## config.mk

```make
export PLATFORM = sky130hd
export DESIGN_NAME = line_list_with_undo_unit_flat
export DESIGN_NICKNAME = d
export VERILOG_FILES = /design/src/design/llu_pkg.sv /design/src/design/llu_ifs.sv /design/src/design/line_list_with_undo_unit.sv /design/src/design/llu_cell.sv /design/src/design/llu_rtree.sv /design/src/flat_wrapper.sv
export SDC_FILE = /design/constraint.sdc
export NUM_CORES = 2
export LEC_CHECK = 0
export ABC_AREA = 1
export CAP_MARGIN = 10
export CELL_PAD_IN_SITES_DETAIL_PLACEMENT = 1
export CELL_PAD_IN_SITES_GLOBAL_PLACEMENT = 1
export CORE_MARGIN = 2
export CORE_UTILIZATION = 55
export CTS_BUF_LIST = sky130_fd_sc_hd__clkbuf_4 sky130_fd_sc_hd__clkbuf_8 sky130_fd_sc_hd__clkbuf_16
export DETAILED_ROUTE_END_ITERATION = 6
export DONT_BUFFER_PORTS = 1
export GPL_ROUTABILITY_DRIVEN = 1
export PLACE_DENSITY_LB_ADDON = 0.15
export REMOVE_ABC_BUFFERS = 1
export SLEW_MARGIN = 30
export SYNTH_ARGS = -nofsm -noshare
export SYNTH_HDL_FRONTEND = slang
export SYNTH_SLANG_ARGS = --single-unit
export TNS_END_PERCENT = 20
```

## constraint.sdc

```tcl
create_clock -name i_clk -period 25.8 [get_ports i_clk]
set_input_delay 1.29 -clock i_clk [delete_from_list [all_inputs] [get_ports i_clk]]
set_output_delay 1.29 -clock i_clk [all_outputs]
set_load 0.03 [all_outputs]
```

## src/design/llu_pkg.sv

```systemverilog
// ----------------------------------------------------------------------------
// llu_pkg - shared types and constants for the line list with undo
// Opcodes, status codes, field widths and the control word that the
// top level broadcasts to every list cell.
// ----------------------------------------------------------------------------
package llu_pkg;

    // Default sizing
    localparam int DEPTH_DEF       = 64;
    localparam int HANDLE_BITS_DEF = 16;

    // Fixed field widths of the command and response beats
    localparam int OP_W     = 2;
    localparam int POS_W    = 7;
    localparam int ST_W     = 2;
    localparam int LCOUNT_W = 7;

    // Cells per first-level group of the read tree
    localparam int GROUP = 8;

    typedef enum logic [OP_W-1:0] {
        OP_INSERT = 2'd0,
        OP_DELETE = 2'd1,
        OP_UNDO   = 2'd2,
        OP_READ   = 2'd3
    } t_op;

    typedef enum logic [ST_W-1:0] {
        ST_OK     = 2'd0,
        ST_BADPOS = 2'd1,
        ST_NOUNDO = 2'd2,
        ST_FULL   = 2'd3
    } t_status;

    // Broadcast to every cell; the do_* strobes are already qualified
    typedef struct packed {
        logic             do_ins;
        logic             do_del;
        logic             do_undo;
        logic [POS_W-1:0] pos;
    } t_cell_ctrl;

endpackage

```

## src/design/llu_ifs.sv

```systemverilog
// ----------------------------------------------------------------------------
// llu_ifs - command and response channels of the line list
// Valid/ready channels; a beat moves at a clock edge with valid and ready high.
// ----------------------------------------------------------------------------
interface llu_cmd_if #(
    parameter int HANDLE_BITS = llu_pkg::HANDLE_BITS_DEF
);
    logic                       valid;
    logic                       ready;
    logic [llu_pkg::OP_W-1:0]   op;
    logic [llu_pkg::POS_W-1:0]  position;
    logic [HANDLE_BITS-1:0]     handle_in;

    modport source (output valid, output op, output position, output handle_in,
                    input ready);
    modport sink   (input valid, input op, input position, input handle_in,
                    output ready);
endinterface

interface llu_rsp_if #(
    parameter int HANDLE_BITS = llu_pkg::HANDLE_BITS_DEF
);
    logic                         valid;
    logic                         ready;
    logic [llu_pkg::ST_W-1:0]     status;
    logic [llu_pkg::LCOUNT_W-1:0] line_count;
    logic [HANDLE_BITS-1:0]       handle_out;
    logic                         undo_ready;

    modport source (output valid, output status, output line_count,
                    output handle_out, output undo_ready, input ready);
    modport sink   (input valid, input status, input line_count,
                    input handle_out, input undo_ready, output ready);
endinterface

```

## src/design/line_list_with_undo_unit.sv

```systemverilog
// ----------------------------------------------------------------------------
// line_list_with_undo_unit - ordered list of line handles with single undo
// Positional insert, delete and read over a chain of list cells, with a
// one-level snapshot for undo.
// ----------------------------------------------------------------------------
// Each command beat gives one response beat: the list cells shift, snapshot or
// restore in the accept cycle, and the read or removed handle comes out of a
// two-level OR tree over the cells, whose group registers load at accept and
// feed the response register. Commands are taken back to back, one per cycle,
// as long as the response side keeps up; a response left waiting holds one
// more command in the tree stage before the command side stalls. Positions
// are one-based; rejected commands leave the list and the snapshot unchanged.
// Entries at or above the count hold stale data and are never shown.
// ----------------------------------------------------------------------------
module line_list_with_undo_unit #(
    parameter int DEPTH       = llu_pkg::DEPTH_DEF,
    parameter int HANDLE_BITS = llu_pkg::HANDLE_BITS_DEF
) (
    input  logic      i_clk,
    input  logic      i_rst_n,
    llu_cmd_if.sink   i_cmd,
    llu_rsp_if.source o_rsp
);
    import llu_pkg::*;

    localparam int CNT_W = $clog2(DEPTH + 1);
    localparam int CW    = ((CNT_W > POS_W) ? CNT_W : POS_W) + 1;

    // List state
    logic [CNT_W-1:0] r_count, n_count;
    logic [CNT_W-1:0] r_shadow_count, n_shadow_count;
    logic             r_armed, n_armed;

    // Tree stage
    logic             r_pend;
    t_status          r_p_status;
    logic [CNT_W-1:0] r_p_count;
    logic             r_p_armed;
    logic             r_p_tap;

    // Response register
    logic                   r_out_valid;
    t_status                r_out_status;
    logic [CNT_W-1:0]       r_out_count;
    logic [HANDLE_BITS-1:0] r_out_handle;
    logic                   r_out_armed;

    logic                   cmd_fire;
    logic                   out_free;
    logic [CW-1:0]          pos_c;
    logic [CW-1:0]          cnt_c;
    logic                   pos_zero;
    logic                   full;
    t_status                status;
    logic                   tap;
    logic                   do_ins;
    logic                   do_del;
    logic                   do_undo;
    t_cell_ctrl             ctrl;
    logic [HANDLE_BITS-1:0] entries [DEPTH];
    logic [HANDLE_BITS-1:0] taps    [DEPTH];
    logic [HANDLE_BITS-1:0] tree_value;

    // Handshake
    assign out_free    = !r_out_valid || o_rsp.ready;
    assign i_cmd.ready = !r_pend || out_free;
    assign cmd_fire    = i_cmd.valid && i_cmd.ready;

    // Command decode and checks
    assign pos_c    = CW'(i_cmd.position);
    assign cnt_c    = CW'(r_count);
    assign pos_zero = (i_cmd.position == '0);
    assign full     = (r_count == CNT_W'(DEPTH));

    always_comb begin
        status  = ST_OK;
        tap     = 1'b0;
        do_ins  = 1'b0;
        do_del  = 1'b0;
        do_undo = 1'b0;
        unique case (t_op'(i_cmd.op))
            OP_INSERT: begin
                if (pos_zero || (pos_c > cnt_c + CW'(1))) begin
                    status = ST_BADPOS;
                end else if (full) begin
                    status = ST_FULL;
                end else begin
                    do_ins = 1'b1;
                end
            end
            OP_DELETE: begin
                if (pos_zero || (pos_c > cnt_c)) begin
                    status = ST_BADPOS;
                end else begin
                    do_del = 1'b1;
                    tap    = 1'b1;
                end
            end
            OP_UNDO: begin
                if (!r_armed) begin
                    status = ST_NOUNDO;
                end else begin
                    do_undo = 1'b1;
                end
            end
            OP_READ: begin
                if (pos_zero || (pos_c > cnt_c)) begin
                    status = ST_BADPOS;
                end else begin
                    tap = 1'b1;
                end
            end
            default: begin
                status = ST_BADPOS;
            end
        endcase
    end

    // Next count, snapshot count and undo flag
    always_comb begin
        n_count        = r_count;
        n_shadow_count = r_shadow_count;
        n_armed        = r_armed;
        if (cmd_fire) begin
            if (do_ins) begin
                n_shadow_count = r_count;
                n_armed        = 1'b1;
                n_count        = r_count + CNT_W'(1);
            end else if (do_del) begin
                n_shadow_count = r_count;
                n_armed        = 1'b1;
                n_count        = r_count - CNT_W'(1);
            end else if (do_undo) begin
                n_count = r_shadow_count;
                n_armed = 1'b0;
            end
        end
    end

    // Broadcast to the cells
    assign ctrl.do_ins  = cmd_fire && do_ins;
    assign ctrl.do_del  = cmd_fire && do_del;
    assign ctrl.do_undo = cmd_fire && do_undo;
    assign ctrl.pos     = i_cmd.position;

    // Cell chain
    for (genvar j = 0; j < DEPTH; j++) begin : g_cell
        logic [HANDLE_BITS-1:0] left;
        logic [HANDLE_BITS-1:0] right;
        if (j == 0) begin : g_first
            assign left = '0;
        end else begin : g_mid_l
            assign left = entries[j-1];
        end
        if (j == DEPTH - 1) begin : g_last
            assign right = entries[j];
        end else begin : g_mid_r
            assign right = entries[j+1];
        end
        llu_cell #(
            .INDEX       (j),
            .HANDLE_BITS (HANDLE_BITS)
        ) u_cell (
            .i_clk    (i_clk),
            .i_ctrl   (ctrl),
            .i_handle (i_cmd.handle_in),
            .i_left   (left),
            .i_right  (right),
            .o_entry  (entries[j]),
            .o_tap    (taps[j])
        );
    end

    llu_rtree #(
        .DEPTH       (DEPTH),
        .HANDLE_BITS (HANDLE_BITS)
    ) u_rtree (
        .i_clk   (i_clk),
        .i_load  (cmd_fire),
        .i_taps  (taps),
        .o_value (tree_value)
    );

    // Control registers
    always_ff @(posedge i_clk) begin
        if (!i_rst_n) begin
            r_count        <= '0;
            r_shadow_count <= '0;
            r_armed        <= 1'b0;
            r_pend         <= 1'b0;
            r_out_valid    <= 1'b0;
        end else begin
            r_count        <= n_count;
            r_shadow_count <= n_shadow_count;
            r_armed        <= n_armed;
            if (cmd_fire) begin
                r_pend <= 1'b1;
            end else if (out_free) begin
                r_pend <= 1'b0;
            end
            if (r_pend && out_free) begin
                r_out_valid <= 1'b1;
            end else if (o_rsp.ready) begin
                r_out_valid <= 1'b0;
            end
        end
    end

    // Tree stage and response payload
    always_ff @(posedge i_clk) begin
        if (cmd_fire) begin
            r_p_status <= status;
            r_p_count  <= n_count;
            r_p_armed  <= n_armed;
            r_p_tap    <= tap;
        end
        if (r_pend && out_free) begin
            r_out_status <= r_p_status;
            r_out_count  <= r_p_count;
            r_out_armed  <= r_p_armed;
            r_out_handle <= r_p_tap ? tree_value : '0;
        end
    end

    assign o_rsp.valid      = r_out_valid;
    assign o_rsp.status     = r_out_status;
    assign o_rsp.line_count = LCOUNT_W'(r_out_count);
    assign o_rsp.handle_out = r_out_handle;
    assign o_rsp.undo_ready = r_out_armed;

endmodule

```

## src/design/llu_cell.sv

```systemverilog
// ----------------------------------------------------------------------------
// llu_cell - one slot of the line list
// Holds one live entry and its snapshot copy. Shifts from the left neighbor
// on insert, from the right neighbor on delete, restores on undo, and offers
// its entry to the read tree when the command addresses it.
// ----------------------------------------------------------------------------
module llu_cell #(
    parameter int INDEX       = 0,
    parameter int HANDLE_BITS = llu_pkg::HANDLE_BITS_DEF
) (
    input  logic                    i_clk,
    input  llu_pkg::t_cell_ctrl     i_ctrl,
    input  logic [HANDLE_BITS-1:0]  i_handle,
    input  logic [HANDLE_BITS-1:0]  i_left,
    input  logic [HANDLE_BITS-1:0]  i_right,
    output logic [HANDLE_BITS-1:0]  o_entry,
    output logic [HANDLE_BITS-1:0]  o_tap
);
    import llu_pkg::*;

    // Wide enough for both the one-based slot number and the position field
    localparam int SLOT_BITS = $clog2(INDEX + 2);
    localparam int SW = ((SLOT_BITS > POS_W) ? SLOT_BITS : POS_W) + 1;
    localparam logic [SW-1:0] SLOT = SW'(INDEX + 1);

    logic [HANDLE_BITS-1:0] r_entry, n_entry;
    logic [HANDLE_BITS-1:0] r_shadow, n_shadow;
    logic                   at_pos;
    logic                   past_pos;

    assign at_pos   = (SW'(i_ctrl.pos) == SLOT);
    assign past_pos = (SLOT > SW'(i_ctrl.pos));

    // Next entry and snapshot
    always_comb begin
        n_entry  = r_entry;
        n_shadow = r_shadow;
        if (i_ctrl.do_ins) begin
            n_shadow = r_entry;
            if (at_pos) begin
                n_entry = i_handle;
            end else if (past_pos) begin
                n_entry = i_left;
            end
        end else if (i_ctrl.do_del) begin
            n_shadow = r_entry;
            if (at_pos || past_pos) begin
                n_entry = i_right;
            end
        end else if (i_ctrl.do_undo) begin
            n_entry = r_shadow;
        end
    end

    // Payload only, no reset
    always_ff @(posedge i_clk) begin
        r_entry  <= n_entry;
        r_shadow <= n_shadow;
    end

    assign o_entry = r_entry;
    assign o_tap   = at_pos ? r_entry : '0;

endmodule

```

## src/design/llu_rtree.sv

```systemverilog
// ----------------------------------------------------------------------------
// llu_rtree - registered OR tree over the cell taps
// At most one cell drives a nonzero tap. The first level ORs groups of cells
// into registers at command accept; the second level ORs the group registers.
// ----------------------------------------------------------------------------
module llu_rtree #(
    parameter int DEPTH       = llu_pkg::DEPTH_DEF,
    parameter int HANDLE_BITS = llu_pkg::HANDLE_BITS_DEF
) (
    input  logic                    i_clk,
    input  logic                    i_load,
    input  logic [HANDLE_BITS-1:0]  i_taps [DEPTH],
    output logic [HANDLE_BITS-1:0]  o_value
);
    import llu_pkg::*;

    localparam int NGRP = (DEPTH + GROUP - 1) / GROUP;

    logic [HANDLE_BITS-1:0] taps_pad [NGRP*GROUP];
    logic [HANDLE_BITS-1:0] r_grp [NGRP];
    logic [HANDLE_BITS-1:0] n_grp [NGRP];

    // Pad the last group with zeros
    for (genvar t = 0; t < NGRP*GROUP; t++) begin : g_pad
        if (t < DEPTH) begin : g_live
            assign taps_pad[t] = i_taps[t];
        end else begin : g_zero
            assign taps_pad[t] = '0;
        end
    end

    // First level
    always_comb begin
        for (int g = 0; g < NGRP; g++) begin
            n_grp[g] = '0;
            for (int m = 0; m < GROUP; m++) begin
                n_grp[g] = n_grp[g] | taps_pad[g*GROUP + m];
            end
        end
    end

    always_ff @(posedge i_clk) begin
        if (i_load) begin
            r_grp <= n_grp;
        end
    end

    // Second level
    always_comb begin
        o_value = '0;
        for (int g = 0; g < NGRP; g++) begin
            o_value = o_value | r_grp[g];
        end
    end

endmodule

```

## src/flat_wrapper.sv

```systemverilog
// flat-port wrapper written by rule: the top's interface ports become plain ports
module line_list_with_undo_unit_flat import llu_pkg::*;
#(
    parameter int DEPTH       = llu_pkg::DEPTH_DEF,
    parameter int HANDLE_BITS = llu_pkg::HANDLE_BITS_DEF
)
  (i_clk, i_rst_n, i_cmd_valid, i_cmd_op, i_cmd_position, i_cmd_handle_in, i_cmd_ready, o_rsp_valid, o_rsp_status, o_rsp_line_count, o_rsp_handle_out, o_rsp_undo_ready, o_rsp_ready);
  llu_cmd_if #(.HANDLE_BITS(HANDLE_BITS)) i_cmd_i ();
  llu_rsp_if #(.HANDLE_BITS(HANDLE_BITS)) o_rsp_i ();
  input  logic i_clk;
  input  logic i_rst_n;
  input wire logic [$bits(i_cmd_i.valid)-1:0] i_cmd_valid;
  input wire logic [$bits(i_cmd_i.op)-1:0] i_cmd_op;
  input wire logic [$bits(i_cmd_i.position)-1:0] i_cmd_position;
  input wire logic [$bits(i_cmd_i.handle_in)-1:0] i_cmd_handle_in;
  output wire logic [$bits(i_cmd_i.ready)-1:0] i_cmd_ready;
  output wire logic [$bits(o_rsp_i.valid)-1:0] o_rsp_valid;
  output wire logic [$bits(o_rsp_i.status)-1:0] o_rsp_status;
  output wire logic [$bits(o_rsp_i.line_count)-1:0] o_rsp_line_count;
  output wire logic [$bits(o_rsp_i.handle_out)-1:0] o_rsp_handle_out;
  output wire logic [$bits(o_rsp_i.undo_ready)-1:0] o_rsp_undo_ready;
  input wire logic [$bits(o_rsp_i.ready)-1:0] o_rsp_ready;
  assign i_cmd_i.valid = i_cmd_valid;
  assign i_cmd_i.op = i_cmd_op;
  assign i_cmd_i.position = i_cmd_position;
  assign i_cmd_i.handle_in = i_cmd_handle_in;
  assign i_cmd_ready = i_cmd_i.ready;
  assign o_rsp_valid = o_rsp_i.valid;
  assign o_rsp_status = o_rsp_i.status;
  assign o_rsp_line_count = o_rsp_i.line_count;
  assign o_rsp_handle_out = o_rsp_i.handle_out;
  assign o_rsp_undo_ready = o_rsp_i.undo_ready;
  assign o_rsp_i.ready = o_rsp_ready;
  line_list_with_undo_unit #(.DEPTH(DEPTH), .HANDLE_BITS(HANDLE_BITS)) u_core (.i_clk(i_clk), .i_rst_n(i_rst_n), .i_cmd(i_cmd_i), .o_rsp(o_rsp_i));
endmodule
```

==> impl_metrics.py <==
metrics = {
    "worst_hold_path": {
        "hold_path.class": "reg2reg",
        "worst_hold_startpoint": "u_core.r_p_count[2]",
    },
    "run_status": {
        "run_status": "complete, no violations",
    },
    "clock_tree": {
        "tritoncts_num_sinks": 2230,
        "postCtsSetupBuffers": 0,
        "clock_insertion_delay_worst_skew_ps": 920,
        "cts_root_buf": "sky130_fd_sc_hd__clkbuf_16",
        "clkSlewWorstSetupHoldPaths_ps": 60,
        "clk_path_buf_depth": 3,
        "cts_hold_buf": 0,
        "post_cts_resized": 0,
        "number_of_buffers_added_by_the_clock_tree_synthesis_step": 231,
        "htreeDepth": 4,
        "cts_tree": "built",
    },
    "placed_design": {
        "place.detailed.hpwl_um": 250000,
        "buffer_ports.inserted": 0,
        "gp_routability_congestion": 0.925,
    },
    "setup_path": {
        "crit_required_ps": 26550,
        "critical_path_class": "reg2reg",
        "path_max_fanout": 161,
        "worst_setup_path_startpoint": "u_core.r_count[0]",
        "worst_setup_path_end_kind": "register",
        "setup.worst_path.start_class": "register",
        "cp_arrival_ps": 8060,
        "reg2reg_from": "u_core.r_count[0]",
    },
    "drt": {
        "remaining_design_rule_violation_count": 0,
        "dr.pass1.iters": 6,
        "avgViaCountPerCell": 6.67,
        "vias": 89900,
        "drt-wirelength-per-cell_um": 30.5,
        "drt.antenna.violating_nets": 0,
        "total_detailed_routing_wirelength_um": 411000,
        "drc_violation_total_after_the_first_tritonroute_iteration": 12000,
    },
    "synthesis": {
        "sequential_cell_area_fraction_in_the_yosys_report_pct": 63.3,
        "syn_area_um2": 105000,
        "synth_cells": 11100,
        "yosys_register_bits": 2230,
        "synth_top_flop_cell": "sky130_fd_sc_hd__edfxtp_1",
        "postSynth.asyncResetShare_pct": 0,
        "yosysWarnings": 0,
        "average_cell_area_after_synthesis_um2": 9.53,
        "synth.lib_cells_used.distinct": 41,
        "synth_edf_count": 2213,
    },
    "final_layout": {
        "synthToLayoutAreaGrowth_pct": 8.72,
        "share_of_final_layout_standard_cells_stronger_than_drive_strength_1_pct": 6.23,
        "fin_nets": 10800,
    },
    "power_and_ir_drop": {
        "ir_worst_vdd_uv": 67.4,
        "powerDensity_nw_per_um2": 71.6,
        "static-leakage-power_uw": 0.0436,
    },
    "floorplanning": {
        "die_w_um": 442,
        "io-pin-count": 57,
        "core_um2": 190000,
        "floorplan.rows": 160,
        "die_area_um2": 195000,
        "die_h_um": 442,
        "initial_utilization_pct": 55.4,
    },
    "grt": {
        "grt_util_all_layers_pct": 41.1,
        "overflow": 0,
        "antenna_found_initial": 30,
        "grt_pass1_wl_um": 601000,
        "grt_pass1_vias": 92100,
        "grt_start_max_net_pins": 162,
    },
    "run": {
        "max_cap_violations": 0,
    },
    "sta": {
        "final.min_clock_period_ps": 7310,
        "setup-tns-final_ps": 0,
        "finalSetupViolCount": 0,
        "number_of_hold_violations_in_the_final_report": 0,
        "rsz_0062_raised_after_global_routing": "false",
        "skew_ps": 45.5,
        "timing.final.max_slew_violations": 0,
        "holdWs_ps": 426,
        "final_critical_path_share_of_the_clock_period_pct": 28.4,
        "fmaxAchievable_mhz": 137,
        "slew-limit-headroom_pct": 26.6,
        "tightestPinTransition_ps": 1100,
    },
}
## Yosys cell counts, drive strengths merged (7+ instances only)
cell	number	area, um^2
xor2	7	61.3
o2111ai	9	78.8
clkinv	11	41.3
edfxtp	2213	66500
buf	253	1700
inv	365	1370
nor3	20	105
nand2	4547	17100
a31oi	19	119
a22o	10	87.6
nand4	81	513
nor2	218	861
dfxtp	17	340
a221oi	130	1140
o21ai	1157	5790
ha	17	213
nor4	32	200
clkbuf	507	1900
o22ai	16	100
a32o	16	160
a21oi	134	671
nand3	1276	6400
## critical path, stage by stage, from the launching register on
cell                      delay (ps)
sky130_fd_sc_hd__dfxtp_1         460
sky130_fd_sc_hd__ha_1            230
sky130_fd_sc_hd__nand2_1          90
sky130_fd_sc_hd__nor3_1          240
sky130_fd_sc_hd__xor2_1          230
sky130_fd_sc_hd__ha_1            300
sky130_fd_sc_hd__a21oi_1         150
sky130_fd_sc_hd__nand2_1          60
sky130_fd_sc_hd__nand2_1          60
sky130_fd_sc_hd__nand2_1          50
sky130_fd_sc_hd__nand2_1         100
sky130_fd_sc_hd__nand4_2         380
sky130_fd_sc_hd__nor2_4          670
sky130_fd_sc_hd__buf_12          580
sky130_fd_sc_hd__buf_4           850
sky130_fd_sc_hd__buf_12          510
sky130_fd_sc_hd__buf_4           770
sky130_fd_sc_hd__buf_4           800
sky130_fd_sc_hd__nand2_1         160
sky130_fd_sc_hd__nand3_1         150
## metrics by stage
| step | instances | area [um^2] | worst slack [ps] | utilization, % | power [uW] |
|---|---|---|---|---|---|
| 6_report | 13500 | 115000 | 18490 | 60.2 | 8210 |
| 5_1_grt | 13500 | 115000 | 17980 | 60.2 | 8370 |
| 4_1_cts | 13400 | 114000 | 18470 | 60.1 | 8180 |
| 3_5_place_dp | 13000 | 107000 | 17860 | 56.1 | 4840 |
| 3_3_place_gp | 13000 | 107000 | 17920 | 56.1 | 4800 |
| 2_1_floorplan | 10300 | 102000 | -25940 | - | 4670 |
## layout by cell type, fill, tap and decap left out, types with 18 or more instances in the layout
cell and count:
sky130_fd_sc_hd__a21oi_1 133, sky130_fd_sc_hd__inv_1 324, sky130_fd_sc_hd__o21ai_0 1132, sky130_fd_sc_hd__edfxtp_1 2213
sky130_fd_sc_hd__diode_2 26, sky130_fd_sc_hd__clkbuf_16 232, sky130_fd_sc_hd__clkbuf_4 53, sky130_fd_sc_hd__nand4_1 80
sky130_fd_sc_hd__a221oi_1 130, sky130_fd_sc_hd__nand3_1 1273, sky130_fd_sc_hd__clkinv_2 53, sky130_fd_sc_hd__nor2_1 187
sky130_fd_sc_hd__nand2_1 4535, sky130_fd_sc_hd__clkinv_1 72, sky130_fd_sc_hd__bufinv_16 18, sky130_fd_sc_hd__nor4_1 21
sky130_fd_sc_hd__buf_4 174, sky130_fd_sc_hd__o21ai_1 25, sky130_fd_sc_hd__a31oi_1 19, sky130_fd_sc_hd__inv_2 28
## layer usage
layer	GRT usage, %	vias up	part of all wire (%)
met5	0	-	0.041
met4	28.0	24	7.6
met3	9.56	1411	10
met2	64.8	5612	47
met1	50.7	45400	36
li1	-	37400	-
## kinds of logic after synthesis
family | after synthesis | share of synthesized area [%]
AOI/OAI and AO/OA | 1497 | 7.77
xor gates and xnor gates | 8 | 0.0664
adders and majority gates | 17 | 0.202
buffers and inverters | 1136 | 4.75
DFF | 2230 | 63.3
and+or+nand+nor | 6177 | 23.9
## sequential cells by signal, indices dropped and copies added, names as in the netlist
| register | flops |
|---|---|
| u_core.g_cell.u_cell.o_entry | 1024 |
| u_core.g_cell.u_cell.r_shadow | 1024 |
| u_core.o_rsp.handle_out | 16 |
| u_core.o_rsp.line_count | 7 |
| u_core.o_rsp.status | 2 |
| u_core.o_rsp.undo_ready | 1 |
| u_core.o_rsp.valid | 1 |
| u_core.r_armed | 1 |
| u_core.r_count | 7 |
| u_core.r_p_armed | 1 |
| u_core.r_p_count | 7 |
| u_core.r_p_status | 2 |
| u_core.r_p_tap | 1 |
| u_core.r_pend | 1 |
| u_core.r_shadow_count | 7 |
| u_core.u_rtree.r_grp | 128 |
## layout make-up
cell class	count	area, um^2
diodes	26	65.1
clock buffers	288	6240
clock inverters	143	1250
fillers	21000	75700
inverters	376	1440
multi-input cells	7699	33900
flip-flops and latches	2230	66800
well taps	2511	3140
repair buffers	203	1800
## power breakdown
group          switching, uW  internal, uW
logic                    406           113
clock network           1520          1890
registers                122          4150
## final timing paths
path / endpoint / slack (ps) / cells after the start
max: u_core.g_cell[25].u_cell.o_entry[9] / 18490 / 19
min: u_core.o_rsp.line_count[2] / 430 / 0
max reg2reg: u_core.g_cell[25].u_cell.o_entry[9] / 18490 / 19
min reg2reg: u_core.o_rsp.line_count[2] / 430 / 0
No activity file was read; power rests on OpenSTA's default activity.
